$ cat config.mk
export PLATFORM = sky130hd
export DESIGN_NAME = rtp_reorder_jitter_buffer_flat
export DESIGN_NICKNAME = d
export VERILOG_FILES = /design/src/sv/rjb_pkg.sv /design/src/sv/rjb_if.sv /design/src/sv/rtp_reorder_jitter_buffer.sv /design/src/sv/rjb_ram.sv /design/src/flat_wrapper.sv
export SDC_FILE = /design/constraint.sdc
export NUM_CORES = 2
export LEC_CHECK = 0
export ABC_AREA = 0
export ABC_CLOCK_PERIOD_IN_PS = 13150
export BUFFER_PORTS_ARGS = -buffer_cell sky130_fd_sc_hd__buf_4
export CAP_MARGIN = 20
export CORE_UTILIZATION = 65
export DETAILED_ROUTE_END_ITERATION = 6
export PLACE_DENSITY = 0.82
export SETUP_SLACK_MARGIN = 0.05
export SYNTH_ARGS = -nofsm -noshare
export SYNTH_HDL_FRONTEND = slang
export SYNTH_HIERARCHICAL = 1
export SYNTH_SLANG_ARGS = --single-unit
$ cat constraint.sdc
create_clock -name clk -period 13.15 [get_ports clk]
set_clock_uncertainty 0.15 [all_clocks]
set_input_delay 0.6575 -clock clk [delete_from_list [all_inputs] [get_ports clk]]
set_output_delay 0.6575 -clock clk [all_outputs]
set_load 0.03 [all_outputs]
$ cat src/sv/rjb_pkg.sv
// Shared types, codes and defaults of the RTP reorder jitter buffer.
package rjb_pkg;

  localparam int RJB_WINDOW = 32;

  localparam int SEQ_W  = 16;
  localparam int TAG_W  = 16;
  localparam int EXT_W  = 40;
  localparam int TIME_W = 32;
  localparam int REG_W  = 16;
  localparam int IDX_W  = 8;
  localparam int STAT_W = 2;

  // One stored slot: tag, extended sequence and arrival time.
  localparam int SLOT_W   = TAG_W + EXT_W + TIME_W;
  localparam int TIME_LSB = 0;
  localparam int EXT_LSB  = TIME_W;
  localparam int TAG_LSB  = TIME_W + EXT_W;

  localparam logic [REG_W-1:0] DEF_TIMEOUT     = 16'd100;
  localparam logic [REG_W-1:0] DEF_REPORT_INT  = 16'd500;
  localparam logic [REG_W-1:0] DEF_MAX_DROPOUT = 16'd3000;
  localparam logic [REG_W-1:0] DEF_MAX_MISORD  = 16'd100;

  localparam logic [SEQ_W:0] NO_SEQ = 17'd65537;

  localparam logic OP_PACKET = 1'b0;
  localparam logic OP_TICK   = 1'b1;

  localparam logic [STAT_W-1:0] ST_RELEASED = 2'd0;
  localparam logic [STAT_W-1:0] ST_REPORTED = 2'd1;
  localparam logic [STAT_W-1:0] ST_DROPPED  = 2'd2;

  localparam logic [IDX_W-1:0] REG_TIMEOUT     = 8'd0;
  localparam logic [IDX_W-1:0] REG_REPORT_INT  = 8'd1;
  localparam logic [IDX_W-1:0] REG_MAX_DROPOUT = 8'd2;
  localparam logic [IDX_W-1:0] REG_MAX_MISORD  = 8'd3;

  typedef struct packed {
    logic [TAG_W-1:0]  tag;
    logic [EXT_W-1:0]  ext;
    logic [STAT_W-1:0] status;
  } result_t;

endpackage

$ cat src/sv/rjb_if.sv
// Channel interfaces of the RTP reorder jitter buffer.
interface rjb_in_if import rjb_pkg::*; ();
  logic              valid;
  logic              ready;
  logic              operation;
  logic [SEQ_W-1:0]  seq_num;
  logic [TAG_W-1:0]  packet_tag;
  logic [TIME_W-1:0] now_ms;
  modport source (output valid, operation, seq_num, packet_tag, now_ms, input ready);
  modport sink   (input valid, operation, seq_num, packet_tag, now_ms, output ready);
endinterface

interface rjb_out_if import rjb_pkg::*; ();
  logic              valid;
  logic              ready;
  logic [TAG_W-1:0]  out_tag;
  logic [EXT_W-1:0]  out_ext_seq;
  logic [STAT_W-1:0] status;
  logic              last;
  modport source (output valid, out_tag, out_ext_seq, status, last, input ready);
  modport sink   (input valid, out_tag, out_ext_seq, status, last, output ready);
endinterface

interface rjb_cfg_if import rjb_pkg::*; ();
  logic             valid;
  logic             ready;
  logic [IDX_W-1:0] index;
  logic [REG_W-1:0] data;
  modport source (output valid, index, data, input ready);
  modport sink   (input valid, index, data, output ready);
endinterface

$ cat src/sv/rtp_reorder_jitter_buffer.sv
// Top level of the RTP reorder jitter buffer: sequence extension, slot store and release.
//
// Each input item is either a packet arrival or a timer tick, and it produces
// zero or more result items, the final one flagged with last. The block works on
// one item at a time and holds in_if.ready low until every result of that item
// has been handed to the output register. All slot lookups go through a single
// read port of the slot RAM, one slot per cycle, and one comparator that keeps
// the best candidate over a lookup pass of every slot. An arrival that is
// released in order goes through S_SEQ, S_EXT and S_CLASS and then takes one
// pass for every packet drained behind it plus one. An early arrival costs one
// pass to look for a duplicate and then the timeout scan, which takes one pass
// for every held packet plus one; a tick runs the timeout scan alone. A result
// that the sink does not take stalls the sequencer once the output register and
// the one-item holding stage are both full. The holding stage lets the last flag
// be set on the final result. Sequence numbers are extended following RFC 3550,
// with a re-sync after two consecutive packets beyond the dropout limit.
// Configuration writes are always accepted and must come only while the block
// is idle.
module rtp_reorder_jitter_buffer import rjb_pkg::*; #(
  parameter int WINDOW = RJB_WINDOW
) (
  input  logic      clk,
  input  logic      rst_n,
  rjb_in_if.sink    in_if,
  rjb_out_if.source out_if,
  rjb_cfg_if.sink   cfg_if
);
  localparam int AW = (WINDOW > 1) ? $clog2(WINDOW) : 1;
  localparam int CW = $clog2(WINDOW + 1);
  localparam logic [CW-1:0] LAST_CNT = CW'(WINDOW);

  typedef enum logic [3:0] {
    S_IDLE, S_SEQ, S_EXT, S_CLASS, S_SRCH, S_INSERT, S_DRAIN, S_SCAN, S_FLUSH
  } state_t;

  // What the current lookup pass is looking for.
  typedef enum logic [1:0] {M_MATCH, M_MIN, M_SCAN} mode_t;

  state_t state_r, state_nxt;
  mode_t  mode_r, mode_nxt;

  // Configuration registers.
  logic [REG_W-1:0] tmo_r, tmo_nxt, rint_r, rint_nxt;
  logic [REG_W-1:0] mdrop_r, mdrop_nxt, mmis_r, mmis_nxt;

  // Sequence-extension state.
  logic              started_r, started_nxt;
  logic [SEQ_W-1:0]  hs_r, hs_nxt;
  logic [SEQ_W:0]    suspect_r, suspect_nxt;
  logic [EXT_W-1:0]  wrap_r, wrap_nxt;
  logic [EXT_W-1:0]  lrs_r, lrs_nxt;
  logic [TIME_W-1:0] last_rep_r, last_rep_nxt;
  logic [WINDOW-1:0] valid_r, valid_nxt;

  // The item being worked on.
  logic [SEQ_W-1:0]  seq_r, seq_nxt;
  logic [TAG_W-1:0]  tag_r, tag_nxt;
  logic [TIME_W-1:0] now_r, now_nxt;
  logic [EXT_W-1:0]  ext_r, ext_nxt;

  // Lookup pass.
  logic [CW-1:0]     cnt_r, cnt_nxt;
  logic              rd_v_r, rd_v_nxt;
  logic [AW-1:0]     rd_idx_r, rd_idx_nxt;
  logic              found_r, found_nxt;
  logic [AW-1:0]     best_idx_r, best_idx_nxt;
  logic [EXT_W-1:0]  best_ext_r, best_ext_nxt;
  logic [TAG_W-1:0]  best_tag_r, best_tag_nxt;
  logic [TIME_W-1:0] best_time_r, best_time_nxt;
  logic              lo_en_r, lo_en_nxt;
  logic [EXT_W-1:0]  cursor_r, cursor_nxt;

  // Holding stage and output register.
  logic    hold_v_r, hold_v_nxt;
  result_t hold_r, hold_nxt;
  logic    out_v_r, out_v_nxt;
  result_t out_r, out_nxt;
  logic    out_last_r, out_last_nxt;

  // Slot RAM.
  logic              ram_we;
  logic [AW-1:0]     ram_waddr;
  logic [SLOT_W-1:0] ram_wdata, ram_rdata;
  logic [AW-1:0]     ram_raddr;

  logic [EXT_W-1:0]  rd_ext;
  logic [TAG_W-1:0]  rd_tag;
  logic [TIME_W-1:0] rd_time;
  logic              rd_hit;

  logic [EXT_W-1:0]  lrs_inc;
  logic              rep_due;
  logic              out_free;
  logic              can_emit;
  logic              emit_en;
  result_t           emit_res;
  logic              free_any;
  logic [AW-1:0]     free_idx;
  logic [SEQ_W-1:0]  udelta;
  logic              aged;
  logic              next_up;
  logic [AW-1:0]     ins_idx;

  rjb_ram #(.WIDTH(SLOT_W), .DEPTH(WINDOW)) u_slots (
    .clk   (clk),
    .we    (ram_we),
    .waddr (ram_waddr),
    .wdata (ram_wdata),
    .raddr (ram_raddr),
    .rdata (ram_rdata)
  );

  assign rd_ext  = ram_rdata[EXT_LSB +: EXT_W];
  assign rd_tag  = ram_rdata[TAG_LSB +: TAG_W];
  assign rd_time = ram_rdata[TIME_LSB +: TIME_W];
  assign ram_raddr = cnt_r[AW-1:0];

  assign lrs_inc  = lrs_r + EXT_W'(1);
  assign rep_due  = (now_r - last_rep_r) > {{(TIME_W-REG_W){1'b0}}, rint_r};
  assign out_free = !out_v_r || out_if.ready;
  assign can_emit = !hold_v_r || out_free;
  assign udelta   = seq_r - hs_r;
  assign aged     = (now_r - best_time_r) > {{(TIME_W-REG_W){1'b0}}, tmo_r};
  assign next_up  = best_ext_r == lrs_inc;

  // Lowest free slot.
  always_comb begin
    free_any = 1'b0;
    free_idx = '0;
    for (int i = WINDOW - 1; i >= 0; i--) begin
      if (!valid_r[i]) begin
        free_any = 1'b1;
        free_idx = AW'(i);
      end
    end
  end

  // Candidate test of the slot whose data the RAM presents this cycle.
  always_comb begin
    rd_hit = 1'b0;
    if (rd_v_r && valid_r[rd_idx_r]) begin
      unique case (mode_r)
        M_MATCH: rd_hit = !found_r && (rd_ext == ext_r);
        M_MIN, M_SCAN: rd_hit = (!lo_en_r || rd_ext > cursor_r) &&
                                (!found_r || rd_ext < best_ext_r);
        default: rd_hit = 1'b0;
      endcase
    end
  end

  always_comb begin
    state_nxt     = state_r;
    mode_nxt      = mode_r;
    tmo_nxt       = tmo_r;
    rint_nxt      = rint_r;
    mdrop_nxt     = mdrop_r;
    mmis_nxt      = mmis_r;
    started_nxt   = started_r;
    hs_nxt        = hs_r;
    suspect_nxt   = suspect_r;
    wrap_nxt      = wrap_r;
    lrs_nxt       = lrs_r;
    last_rep_nxt  = last_rep_r;
    valid_nxt     = valid_r;
    seq_nxt       = seq_r;
    tag_nxt       = tag_r;
    now_nxt       = now_r;
    ext_nxt       = ext_r;
    cnt_nxt       = cnt_r;
    rd_v_nxt      = 1'b0;
    rd_idx_nxt    = cnt_r[AW-1:0];
    found_nxt     = found_r;
    best_idx_nxt  = best_idx_r;
    best_ext_nxt  = best_ext_r;
    best_tag_nxt  = best_tag_r;
    best_time_nxt = best_time_r;
    lo_en_nxt     = lo_en_r;
    cursor_nxt    = cursor_r;
    emit_en       = 1'b0;
    emit_res      = '{tag: tag_r, ext: ext_r, status: ST_RELEASED};
    ram_we        = 1'b0;
    ram_waddr     = free_idx;
    ram_wdata     = {tag_r, ext_r, now_r};
    ins_idx       = free_idx;

    if (cfg_if.valid) begin
      unique case (cfg_if.index)
        REG_TIMEOUT:     tmo_nxt   = cfg_if.data;
        REG_REPORT_INT:  rint_nxt  = cfg_if.data;
        REG_MAX_DROPOUT: mdrop_nxt = cfg_if.data;
        REG_MAX_MISORD:  mmis_nxt  = cfg_if.data;
        default: ;
      endcase
    end

    unique case (state_r)
      S_IDLE: begin
        if (in_if.valid) begin
          seq_nxt = in_if.seq_num;
          tag_nxt = in_if.packet_tag;
          now_nxt = in_if.now_ms;
          if (in_if.operation == OP_TICK) begin
            state_nxt = S_SRCH;
            mode_nxt  = M_SCAN;
            lo_en_nxt = 1'b0;
            found_nxt = 1'b0;
            cnt_nxt   = '0;
          end else begin
            state_nxt = S_SEQ;
          end
        end
      end

      S_SEQ: begin
        if (!started_r || (udelta >= mdrop_r &&
            {1'b0, udelta} <= (17'h10000 - {1'b0, mmis_r}) &&
            {1'b0, seq_r} == suspect_r)) begin
          // First packet, or the second of two consecutive after a jump.
          if (can_emit) begin
            emit_en         = 1'b1;
            emit_res.ext    = {{(EXT_W-SEQ_W){1'b0}}, seq_r};
            emit_res.status = rep_due ? ST_REPORTED : ST_RELEASED;
            if (rep_due) begin
              last_rep_nxt = now_r;
            end
            started_nxt = !started_r;
            hs_nxt      = seq_r;
            suspect_nxt = NO_SEQ;
            wrap_nxt    = '0;
            lrs_nxt     = {{(EXT_W-SEQ_W){1'b0}}, seq_r};
            state_nxt   = S_FLUSH;
          end
        end else if (udelta < mdrop_r) begin
          if (seq_r < hs_r) begin
            wrap_nxt = wrap_r + (EXT_W'(1) << SEQ_W);
          end
          hs_nxt    = seq_r;
          state_nxt = S_EXT;
        end else if ({1'b0, udelta} <= (17'h10000 - {1'b0, mmis_r})) begin
          // Large jump: arm the suspect number, no result.
          suspect_nxt = {1'b0, seq_r + SEQ_W'(1)};
          state_nxt   = S_FLUSH;
        end else begin
          state_nxt = S_EXT;
        end
      end

      S_EXT: begin
        ext_nxt   = wrap_r + {{(EXT_W-SEQ_W){1'b0}}, seq_r};
        state_nxt = S_CLASS;
      end

      S_CLASS: begin
        if (ext_r == lrs_inc) begin
          if (can_emit) begin
            emit_en   = 1'b1;
            lrs_nxt   = ext_r;
            state_nxt = S_SRCH;
            mode_nxt  = M_MIN;
            lo_en_nxt = 1'b0;
            found_nxt = 1'b0;
            cnt_nxt   = '0;
          end
        end else if (ext_r <= lrs_r) begin
          state_nxt = S_FLUSH;
        end else begin
          state_nxt = S_SRCH;
          mode_nxt  = M_MATCH;
          found_nxt = 1'b0;
          cnt_nxt   = '0;
        end
      end

      S_SRCH: begin
        if (cnt_r != LAST_CNT) begin
          rd_v_nxt = 1'b1;
          cnt_nxt  = cnt_r + CW'(1);
        end
        if (rd_hit) begin
          found_nxt     = 1'b1;
          best_idx_nxt  = rd_idx_r;
          best_ext_nxt  = rd_ext;
          best_tag_nxt  = rd_tag;
          best_time_nxt = rd_time;
        end
        if (cnt_r == LAST_CNT) begin
          unique case (mode_r)
            M_MATCH: state_nxt = S_INSERT;
            M_MIN:   state_nxt = S_DRAIN;
            M_SCAN:  state_nxt = S_SCAN;
            default: state_nxt = S_FLUSH;
          endcase
        end
      end

      S_INSERT: begin
        ins_idx   = found_r ? best_idx_r : free_idx;
        ram_waddr = ins_idx;
        if (found_r || free_any) begin
          ram_we             = 1'b1;
          valid_nxt[ins_idx] = 1'b1;
          state_nxt          = S_SRCH;
        end else if (can_emit) begin
          emit_en         = 1'b1;
          emit_res.status = ST_DROPPED;
          state_nxt       = S_SRCH;
        end
        if (state_nxt == S_SRCH) begin
          mode_nxt  = M_SCAN;
          lo_en_nxt = 1'b0;
          found_nxt = 1'b0;
          cnt_nxt   = '0;
        end
      end

      S_DRAIN: begin
        if (found_r && next_up) begin
          if (can_emit) begin
            emit_en   = 1'b1;
            emit_res  = '{tag: best_tag_r, ext: best_ext_r, status: ST_RELEASED};
            valid_nxt[best_idx_r] = 1'b0;
            lrs_nxt   = best_ext_r;
            state_nxt = S_SRCH;
            found_nxt = 1'b0;
            cnt_nxt   = '0;
          end
        end else begin
          state_nxt = S_FLUSH;
        end
      end

      S_SCAN: begin
        if (!found_r) begin
          state_nxt = S_FLUSH;
        end else if (!(aged || next_up) || can_emit) begin
          if (aged || next_up) begin
            emit_en  = 1'b1;
            emit_res = '{tag: best_tag_r, ext: best_ext_r, status: ST_RELEASED};
            if (aged && rep_due) begin
              emit_res.status = ST_REPORTED;
              last_rep_nxt    = now_r;
            end
            valid_nxt[best_idx_r] = 1'b0;
            lrs_nxt = best_ext_r;
          end
          cursor_nxt = best_ext_r;
          lo_en_nxt  = 1'b1;
          found_nxt  = 1'b0;
          cnt_nxt    = '0;
          state_nxt  = S_SRCH;
        end
      end

      S_FLUSH: begin
        if (!hold_v_r || out_free) begin
          state_nxt = S_IDLE;
        end
      end

      default: state_nxt = S_IDLE;
    endcase
  end

  // Result path: a new result pushes the held one out with last cleared, and the
  // flush at the end of an item sends the held one with last set.
  always_comb begin
    out_v_nxt    = out_v_r && !out_if.ready;
    out_nxt      = out_r;
    out_last_nxt = out_last_r;
    hold_v_nxt   = hold_v_r;
    hold_nxt     = hold_r;
    if (emit_en) begin
      if (hold_v_r) begin
        out_v_nxt    = 1'b1;
        out_nxt      = hold_r;
        out_last_nxt = 1'b0;
      end
      hold_v_nxt = 1'b1;
      hold_nxt   = emit_res;
    end else if (state_r == S_FLUSH && hold_v_r && out_free) begin
      out_v_nxt    = 1'b1;
      out_nxt      = hold_r;
      out_last_nxt = 1'b1;
      hold_v_nxt   = 1'b0;
    end
  end

  always_ff @(posedge clk) begin
    seq_r       <= seq_nxt;
    tag_r       <= tag_nxt;
    now_r       <= now_nxt;
    ext_r       <= ext_nxt;
    rd_idx_r    <= rd_idx_nxt;
    best_idx_r  <= best_idx_nxt;
    best_ext_r  <= best_ext_nxt;
    best_tag_r  <= best_tag_nxt;
    best_time_r <= best_time_nxt;
    cursor_r    <= cursor_nxt;
    hold_r      <= hold_nxt;
    out_r       <= out_nxt;
    out_last_r  <= out_last_nxt;
    if (!rst_n) begin
      state_r    <= S_IDLE;
      mode_r     <= M_MATCH;
      tmo_r      <= DEF_TIMEOUT;
      rint_r     <= DEF_REPORT_INT;
      mdrop_r    <= DEF_MAX_DROPOUT;
      mmis_r     <= DEF_MAX_MISORD;
      started_r  <= 1'b0;
      hs_r       <= '0;
      suspect_r  <= NO_SEQ;
      wrap_r     <= '0;
      lrs_r      <= '0;
      last_rep_r <= '0;
      valid_r    <= '0;
      cnt_r      <= '0;
      rd_v_r     <= 1'b0;
      found_r    <= 1'b0;
      lo_en_r    <= 1'b0;
      hold_v_r   <= 1'b0;
      out_v_r    <= 1'b0;
    end else begin
      state_r    <= state_nxt;
      mode_r     <= mode_nxt;
      tmo_r      <= tmo_nxt;
      rint_r     <= rint_nxt;
      mdrop_r    <= mdrop_nxt;
      mmis_r     <= mmis_nxt;
      started_r  <= started_nxt;
      hs_r       <= hs_nxt;
      suspect_r  <= suspect_nxt;
      wrap_r     <= wrap_nxt;
      lrs_r      <= lrs_nxt;
      last_rep_r <= last_rep_nxt;
      valid_r    <= valid_nxt;
      cnt_r      <= cnt_nxt;
      rd_v_r     <= rd_v_nxt;
      found_r    <= found_nxt;
      lo_en_r    <= lo_en_nxt;
      hold_v_r   <= hold_v_nxt;
      out_v_r    <= out_v_nxt;
    end
  end

  assign in_if.ready        = (state_r == S_IDLE);
  assign cfg_if.ready       = 1'b1;
  assign out_if.valid       = out_v_r;
  assign out_if.out_tag     = out_r.tag;
  assign out_if.out_ext_seq = out_r.ext;
  assign out_if.status      = out_r.status;
  assign out_if.last        = out_last_r;
endmodule

$ cat src/sv/rjb_ram.sv
// Generic single-write, single-read RAM with registered read data.
module rjb_ram #(
  parameter int WIDTH = 8,
  parameter int DEPTH = 32
) (
  input  logic                     clk,
  input  logic                     we,
  input  logic [$clog2(DEPTH)-1:0] waddr,
  input  logic [WIDTH-1:0]         wdata,
  input  logic [$clog2(DEPTH)-1:0] raddr,
  output logic [WIDTH-1:0]         rdata
);
  logic [WIDTH-1:0] mem [DEPTH];

  always_ff @(posedge clk) begin
    if (we) begin
      mem[waddr] <= wdata;
    end
    rdata <= mem[raddr];
  end
endmodule

$ cat src/flat_wrapper.sv
// flat-port wrapper written by rule: the top's interface ports become plain ports
module rtp_reorder_jitter_buffer_flat import rjb_pkg::*;
#(
  parameter int WINDOW = RJB_WINDOW
)
  (clk, rst_n, in_if_valid, in_if_operation, in_if_seq_num, in_if_packet_tag, in_if_now_ms, in_if_ready, out_if_valid, out_if_out_tag, out_if_out_ext_seq, out_if_status, out_if_last, out_if_ready, cfg_if_valid, cfg_if_index, cfg_if_data, cfg_if_ready);
  rjb_in_if in_if_i ();
  rjb_out_if out_if_i ();
  rjb_cfg_if cfg_if_i ();
  input  logic clk;
  input  logic rst_n;
  input wire logic [$bits(in_if_i.valid)-1:0] in_if_valid;
  input wire logic [$bits(in_if_i.operation)-1:0] in_if_operation;
  input wire logic [$bits(in_if_i.seq_num)-1:0] in_if_seq_num;
  input wire logic [$bits(in_if_i.packet_tag)-1:0] in_if_packet_tag;
  input wire logic [$bits(in_if_i.now_ms)-1:0] in_if_now_ms;
  output wire logic [$bits(in_if_i.ready)-1:0] in_if_ready;
  output wire logic [$bits(out_if_i.valid)-1:0] out_if_valid;
  output wire logic [$bits(out_if_i.out_tag)-1:0] out_if_out_tag;
  output wire logic [$bits(out_if_i.out_ext_seq)-1:0] out_if_out_ext_seq;
  output wire logic [$bits(out_if_i.status)-1:0] out_if_status;
  output wire logic [$bits(out_if_i.last)-1:0] out_if_last;
  input wire logic [$bits(out_if_i.ready)-1:0] out_if_ready;
  input wire logic [$bits(cfg_if_i.valid)-1:0] cfg_if_valid;
  input wire logic [$bits(cfg_if_i.index)-1:0] cfg_if_index;
  input wire logic [$bits(cfg_if_i.data)-1:0] cfg_if_data;
  output wire logic [$bits(cfg_if_i.ready)-1:0] cfg_if_ready;
  assign in_if_i.valid = in_if_valid;
  assign in_if_i.operation = in_if_operation;
  assign in_if_i.seq_num = in_if_seq_num;
  assign in_if_i.packet_tag = in_if_packet_tag;
  assign in_if_i.now_ms = in_if_now_ms;
  assign in_if_ready = in_if_i.ready;
  assign out_if_valid = out_if_i.valid;
  assign out_if_out_tag = out_if_i.out_tag;
  assign out_if_out_ext_seq = out_if_i.out_ext_seq;
  assign out_if_status = out_if_i.status;
  assign out_if_last = out_if_i.last;
  assign out_if_i.ready = out_if_ready;
  assign cfg_if_i.valid = cfg_if_valid;
  assign cfg_if_i.index = cfg_if_index;
  assign cfg_if_i.data = cfg_if_data;
  assign cfg_if_ready = cfg_if_i.ready;
  rtp_reorder_jitter_buffer #(.WINDOW(WINDOW)) u_core (.clk(clk), .rst_n(rst_n), .in_if(in_if_i), .out_if(out_if_i), .cfg_if(cfg_if_i));
endmodule
== Yosys cells after proc, flatten, opt, wreduce, memory -nomap -nowiden ==
Memory sizes are Yosys's and may differ from the RTL's. A register that Yosys moved wholly into a read port is not among the register bits.
Cells that the tools add are included.

* Logic and storage cells: 372
* Memories: 1
* RAM bits: 2,816
* Bits of input ports: 94
* Bits in registers: 618

{| class="wikitable"
|+ Memories
! memory !! depth !! width !! read ports !! clocked after memory_dff !! write ports !! line !! source
|-
| u_core.u_slots.mem || 32 || 88 || 1 || 1 || 1 || rjb_ram.sv:13 || <nowiki>logic [WIDTH-1:0] mem [DEPTH];</nowiki>
|}

* Order comparisons: 14
* Reduce and logical (&&, ||, !) cells: 62
* Muxes and demuxes: 201
* Bitwise logic cells: 3
* Equality and inequality tests: 46
* $add $sub $neg: 9

{| class="wikitable"
|+ Operator list
! kind !! number
|-
| 40-bit 2-to-1 mux || 13
|-
| 58-bit 2-to-1 mux || 8
|-
| 32-bit 2-to-1 mux || 13
|-
| 5-bit 2-to-1 mux || 34
|-
| 40-bit one-hot mux with 4 select lines || 1
|-
| 40-bit equality test || 3
|-
| 40-bit one-hot mux with 3 select lines || 1
|-
| 32-bit one-hot mux with 3 select lines || 1
|-
| 42-bit 2-to-1 mux || 2
|-
| 1-bit 2-to-1 mux || 73
|-
| 17-bit 2-to-1 mux || 4
|-
| 32-bit by 16-bit > comparator with 1-bit output || 2
|-
| 32-bit one-hot mux with 2 select lines || 1
|-
| 32-bit subtractor || 2
|-
| 4-bit 2-to-1 mux || 15
|-
| 6-bit 2-to-1 mux || 10
|-
| 16-bit 2-to-1 mux || 3
|-
| 40-bit by 1-bit adder with 40-bit output (second input constant) || 1
|-
| 40-bit by 16-bit adder with 40-bit output || 1
|-
| 40-bit by 17-bit adder with 40-bit output (second input constant) || 1
|-
| 40-bit > comparator || 1
|-
| 40-bit less-or-equal comparator || 1
|-
| 40-bit < comparator || 1
|-
| 2-bit by 1-bit != test with 1-bit output (second input constant) || 20
|-
| 60 further kinds || 123
|}

== Depth between registers and ports, before layout ==
* Depth after elaboration: 40
* Gate-level depth with buffers: 27
* Gate-level depth less buffers: 25

== Cells and area by module ==
Netlist, hierarchy kept.

{| class="wikitable"
|+ Modules (own cells, without submodules)
! module !! times used !! area each (um^2) !! cells each
|-
| rjb_ram || 1 || 108,821.9 || 5,145
|-
| rtp_reorder_jitter_buffer || 1 || 37,482.2 || 4,003
|}

== Worst setup path after synthesis ==
Ideal clock, no wire load.

* Path kind: reg2reg
* From: register u_core.now_r[0]
* To: register u_core.cursor_r[0] (enable)
* Path slack: 6,226 ps
* Arrival time: 6,337 ps
* Stages on the path, launching flop included: 23
* Buffers on the path: 0
* Cells stage by stage: edfxtp_1 -> inv_1 -> ha_1 -> inv_1 -> fa_1 -> a211o_1 -> o211ai_1 -> a21oi_1 -> a21oi_1 -> o21bai_1 -> a21oi_1 -> xnor2_1 -> ha_1 -> and3_1 -> o311a_1 -> a211oi_1 -> a21oi_1 -> nor4_1 -> o211ai_1 -> nor4_1 -> and4_1 -> a21oi_1 -> nor2_1

* Longest elaborated chain between the ends: 6

{| class="wikitable"
|+ Ends and longest elaborated chain
! what !! line !! source
|-
| from (decl) || rtp_reorder_jitter_buffer.sv:58 || <nowiki>logic [TIME_W-1:0] now_r, now_nxt;</nowiki>
|-
| from (signal assigned) || rtp_reorder_jitter_buffer.sv:391 || <nowiki>now_r <= now_nxt;</nowiki>
|-
| 32-bit subtractor || rtp_reorder_jitter_buffer.sv:123 || <nowiki>assign aged = (now_r - best_time_r) > {{(TIME_W-REG_W){1'b0}}, tmo_r};</nowiki>
|-
| 32-bit by 16-bit > comparator with 1-bit output || rtp_reorder_jitter_buffer.sv:123 ||
|-
| 1-bit logical OR || rtp_reorder_jitter_buffer.sv:335 || <nowiki>end else if (!(aged || next_up) || can_emit) begin</nowiki>
|-
| 1-bit logical NOT || rtp_reorder_jitter_buffer.sv:335 ||
|-
| 1-bit logical OR || rtp_reorder_jitter_buffer.sv:335 ||
|-
| 3-bit AND reduction (no line) || - ||
|-
| to (signal assigned) || rtp_reorder_jitter_buffer.sv:398 || <nowiki>cursor_r <= cursor_nxt;</nowiki>
|-
| to (decl) || rtp_reorder_jitter_buffer.sv:71 || <nowiki>logic [EXT_W-1:0] cursor_r, cursor_nxt;</nowiki>
|}

Every way passes these cells.
A chain may end at the register's enable or synchronous reset.

== Worst setup path in the final report ==
* From: register u_core.now_r[0]
* To: register u_core.out_r, in the netlist u_core/out_if.out_ext_seq[8] (enable)

* Longest elaborated chain between the ends: 10

{| class="wikitable"
|+ Ends and longest elaborated chain
! what !! line !! source
|-
| 32-bit subtractor * || rtp_reorder_jitter_buffer.sv:123 ||
|-
| 32-bit by 16-bit > comparator with 1-bit output * || rtp_reorder_jitter_buffer.sv:123 ||
|-
| 1-bit logical OR * || rtp_reorder_jitter_buffer.sv:335, rtp_reorder_jitter_buffer.sv:336 ||
|-
| 1-bit logical NOT || rtp_reorder_jitter_buffer.sv:335 ||
|-
| 1-bit logical OR || rtp_reorder_jitter_buffer.sv:335 ||
|-
| 1-bit 2-to-1 mux * || rtp_reorder_jitter_buffer.sv:335 ||
|-
| 1-bit 2-to-1 mux * || rtp_reorder_jitter_buffer.sv:333 || <nowiki>if (!found_r) begin</nowiki>
|-
| 1-bit one-hot mux with 5 select lines * || rtp_reorder_jitter_buffer.sv:196 || <nowiki>unique case (state_r)</nowiki>
|-
| 2-bit by 1-bit != test with 1-bit output (no line) or 2-bit nonzero test (tied branches) || - ||
|-
| 2-bit AND reduction (no line) * || - ||
|-
| to (signal assigned) || rtp_reorder_jitter_buffer.sv:400 || <nowiki>out_r <= out_nxt;</nowiki>
|-
| to (decl) || rtp_reorder_jitter_buffer.sv:77 || <nowiki>result_t out_r, out_nxt;</nowiki>
|}

Every way passes the cells marked *; elsewhere a longest branch is shown, timed or not.

==> run metrics <==
status=finished with violations; failing checks=DRC; Post-Synth Adder-Cell Area=2.350%; ys async rst share=0%; CP Class=reg2reg; Critical Path RT=13.53 ns; vias=93730; Buf/Inv on CP=5; post-detail-place hpwl=257600 um; mapped cell area=0.1463 mm2; Int Power=20320 uW; CTS max path bufs=4; commonest non-fill, non-tap cell in the layout=edfxtp_1; IO Port Bufs=154; Die X=476.4 um; mux contribution to synthesized area=10.99%; Site Rows=173; final slew viol count=0; setup slack, reg-to-reg=5.08 ns; CP peak stage delay=0.80 ns; top sig layer=met5; share of layout cells above drive strength 1=15.02%; Slew @ Worst Pin=1.363 ns; nets@finish=9826; first-pass GRT wire length=657800 um; clock network power share=36.0%; Resized Gates After CTS=0; PwrDens=171.4 mW/mm2; WL met3=68700 um; CTS clk-pin slew, worst paths=0.07 ns; total track usage=40.91%; detailed-route DRC error count=1; num ports=156; switching power=7733 uW; drt initial violations=15720; Synth Register Bits=3506; LEAKAGE=0.05236 uW; Register-to-Register Path Depth=26; Crit-path slowest cell=edfxtp_1; P&R area growth vs syn=11.88%; switching share of power=27.57%; H-tree Lvls=5; Routed WL=471900 um; TritonCTS Buffers=353; number of max-cap violations=0; reg2reg start=u_core/now_r[0]; WL/cell=37.08 um; Synth Area per Inst=15.99 um2; Synth Instances=9148; Synth Area in XOR/XNOR=1.332%; gr ovfl total=0; Final Hold Fails=0; Hold Crit Class=in2reg; combinational family with the most area after synthesis=multiplexers; Core Footprint=0.2230 mm2; Synth Area in Compound Gates=7.768%; Hold EP=u_core/state_r[2]; simple-gate share of the synthesized area=5.342%; number of global-route vias before repair=92030; Reg power frac=47.8%; Place WS=5.253 ns; clk_lat worst skew=1.03 ns; DR WL met2=212100 um; Worst EP arrival=8.46 ns; EDFF count, synth=3170; Synth Warn #=6; root buf cell=clkbuf_16; Cell variety after synth=106; Setup violations, final=0; initial antenna violation count=22; clock sinks=3506; delay-heaviest family, CP=compound AO/OA/AOI/OAI gates; gp weighted congestion=0.9783; most frequent cells in the layout=edfxtp_1, mux2i_1, a22oi_1; M1 wire length=158000 um; die area=0.2270 mm2; Filler cells=12810; CP Max Fanout=51; Post-Syn Nets=9515; Crit Reg-Reg Endpoint=u_core/out_if.out_ext_seq[8]; die height=476.4 um; Most used DFF post-synth=edfxtp_1; post-synthesis sequential area ratio=69.66%; Setup crit end kind=flip-flop; TritonCTS clock tree=built; minimum clock period=8.073 ns; power share of the combinational group=16.2%; via/cell ratio=7.365; Pre-antenna DRT Iters=7; setup ws final=5.077 ns; Slew headroom=9.109%; Setup TNS Final=0 ns; hold path depth=4; initial core utilization=65.62%; startpoint types=flip-flop; Hold Startpoint=in_if_valid; pin count of the biggest net entering global routing=134; Max Clk Rate=123.9 MHz; peak supply drop=0.0001658 V; Final ANT Viol Nets=0; CP most frequent cell=a21oi_1; crit share post-route=61.39%; RSZ-0062 raised after global routing=no
## state kept, by name, summed over array words and instances (netlist names), 32 cells and up
signal and count:
u_core/ext_r 40, u_core/best_time_r 32, u_core/last_rep_r 32, u_core/now_r 32, u_core/best_ext_r 40, u_core/u_slots/mem 2816, u_core/lrs_r 40, u_core/cursor_r 40
u_core/u_slots/rdata 88, u_core/out_if.out_ext_seq 40, u_core/valid_r 32, u_core/hold_r 58
## worst max path at each step
stage               depth (start not counted)             from                      endpoint  slack, ns
global placement                           26  u_core/now_r[0]  u_core/out_if.out_ext_seq[6]       5.37
detailed placement                         26  u_core/now_r[0]  u_core/out_if.out_ext_seq[9]       5.25
global route                               26  u_core/now_r[0]  u_core/out_if.out_ext_seq[8]       4.59
CTS                                        26  u_core/now_r[0]  u_core/out_if.out_ext_seq[9]       5.20
finish                                     26  u_core/now_r[0]  u_core/out_if.out_ext_seq[8]       5.08
floorplan                                  22  u_core/now_r[0]            u_core/cursor_r[0]       6.23
## cell families after synthesis
family	count (synthesis)
simple gates	1541
xor+xnor	217
other cells	1
buf+inv	857
fa+ha+maj	273
mux	1149
flops	3506
compound gates	1604
## power by group through the flow
stage	registers (uW)	clock network (uW)	logic, uW
finish	13400	10100	4550
global route	13400	10500	4830
CTS	13400	10100	4350
detailed placement	13600	0	4280
global placement	13600	0	4200
floorplan	13400	0	2920
## routing by layer
metal,track usage (%),up-vias
met4,22.76,22
met5,0,-
met1,53.40,46100
li1,-,36950
met3,10.98,2043
met2,62.81,8615
## worst reg2reg max path, stage by stage (launching register included)
cell      delay (ns)
edfxtp_1        0.80
inv_1           0.25
ha_1            0.19
inv_1           0.05
fa_1            0.42
a211o_1         0.32
o211ai_1        0.15
a21oi_1         0.16
a21oi_1         0.33
o21bai_1        0.10
a21oi_1         0.17
xnor2_1         0.16
ha_1            0.28
and3_1          0.17
o311a_1         0.33
a211oi_1        0.23
a21oi_1         0.12
nor4_1          0.30
o211ai_1        0.13
nor4_1          0.37
buf_4           0.23
nand4_1         0.25
o211ai_2        0.58
nand2_1         0.10
buf_4           0.36
o21a_4          0.42
buf_4           0.33
## cell type report
class	instances	area (um2)	area share [%]
timing repair buffer	489	4238	2.589
clock buffer	473	9834	6.008
clock inverter	162	1604	0.9799
sequential	3506	101900	62.27
inverter	324	1219	0.7445
tap	2975	3722	2.274
multi-input combinational	4785	41100	25.11
antenna	12	30.03	0.01835
## timing repair
item,in CTS,in global routing
setup endpoints to repair,0,0
hold endpoints to repair,128,0
buffers inserted,0,0
hold buffers,81,0
## Yosys cell counts (162+ instances only)
cell | number | area, um2
ha_1 | 270 | 3378
dfxtp_1 | 336 | 6726
mux4_2 | 363 | 8175
edfxtp_1 | 3170 | 95190
buf_2 | 162 | 810.8
a22oi_1 | 496 | 3724
nand2_1 | 395 | 1483
a21oi_1 | 273 | 1366
nor2_1 | 233 | 874.6
inv_1 | 322 | 1209
nand3_1 | 291 | 1456
o21ai_0 | 181 | 905.9
clkbuf_1 | 289 | 1085
mux2i_1 | 763 | 7637
## metrics by stage
| step | hold slack [ns] | total power, uW | utilization, % | std cells | area (um2) |
|---|---|---|---|---|---|
| final | 0.1065 | 28050 | 73.42 | 12730 | 163700 |
| after global routing | 0.06627 | 28750 | 73.41 | 12720 | 163700 |
| after CTS | 0.02402 | 27810 | 73.26 | 12700 | 163300 |
| after detailed placement | 0.2387 | 17900 | 67.76 | 11980 | 151100 |
| after global placement | 0.2398 | 17800 | 67.76 | 11980 | 151100 |
| after floorplan | 0.2355 | 16340 | - | 9148 | 146300 |
(Power assumes the default switching activity.)
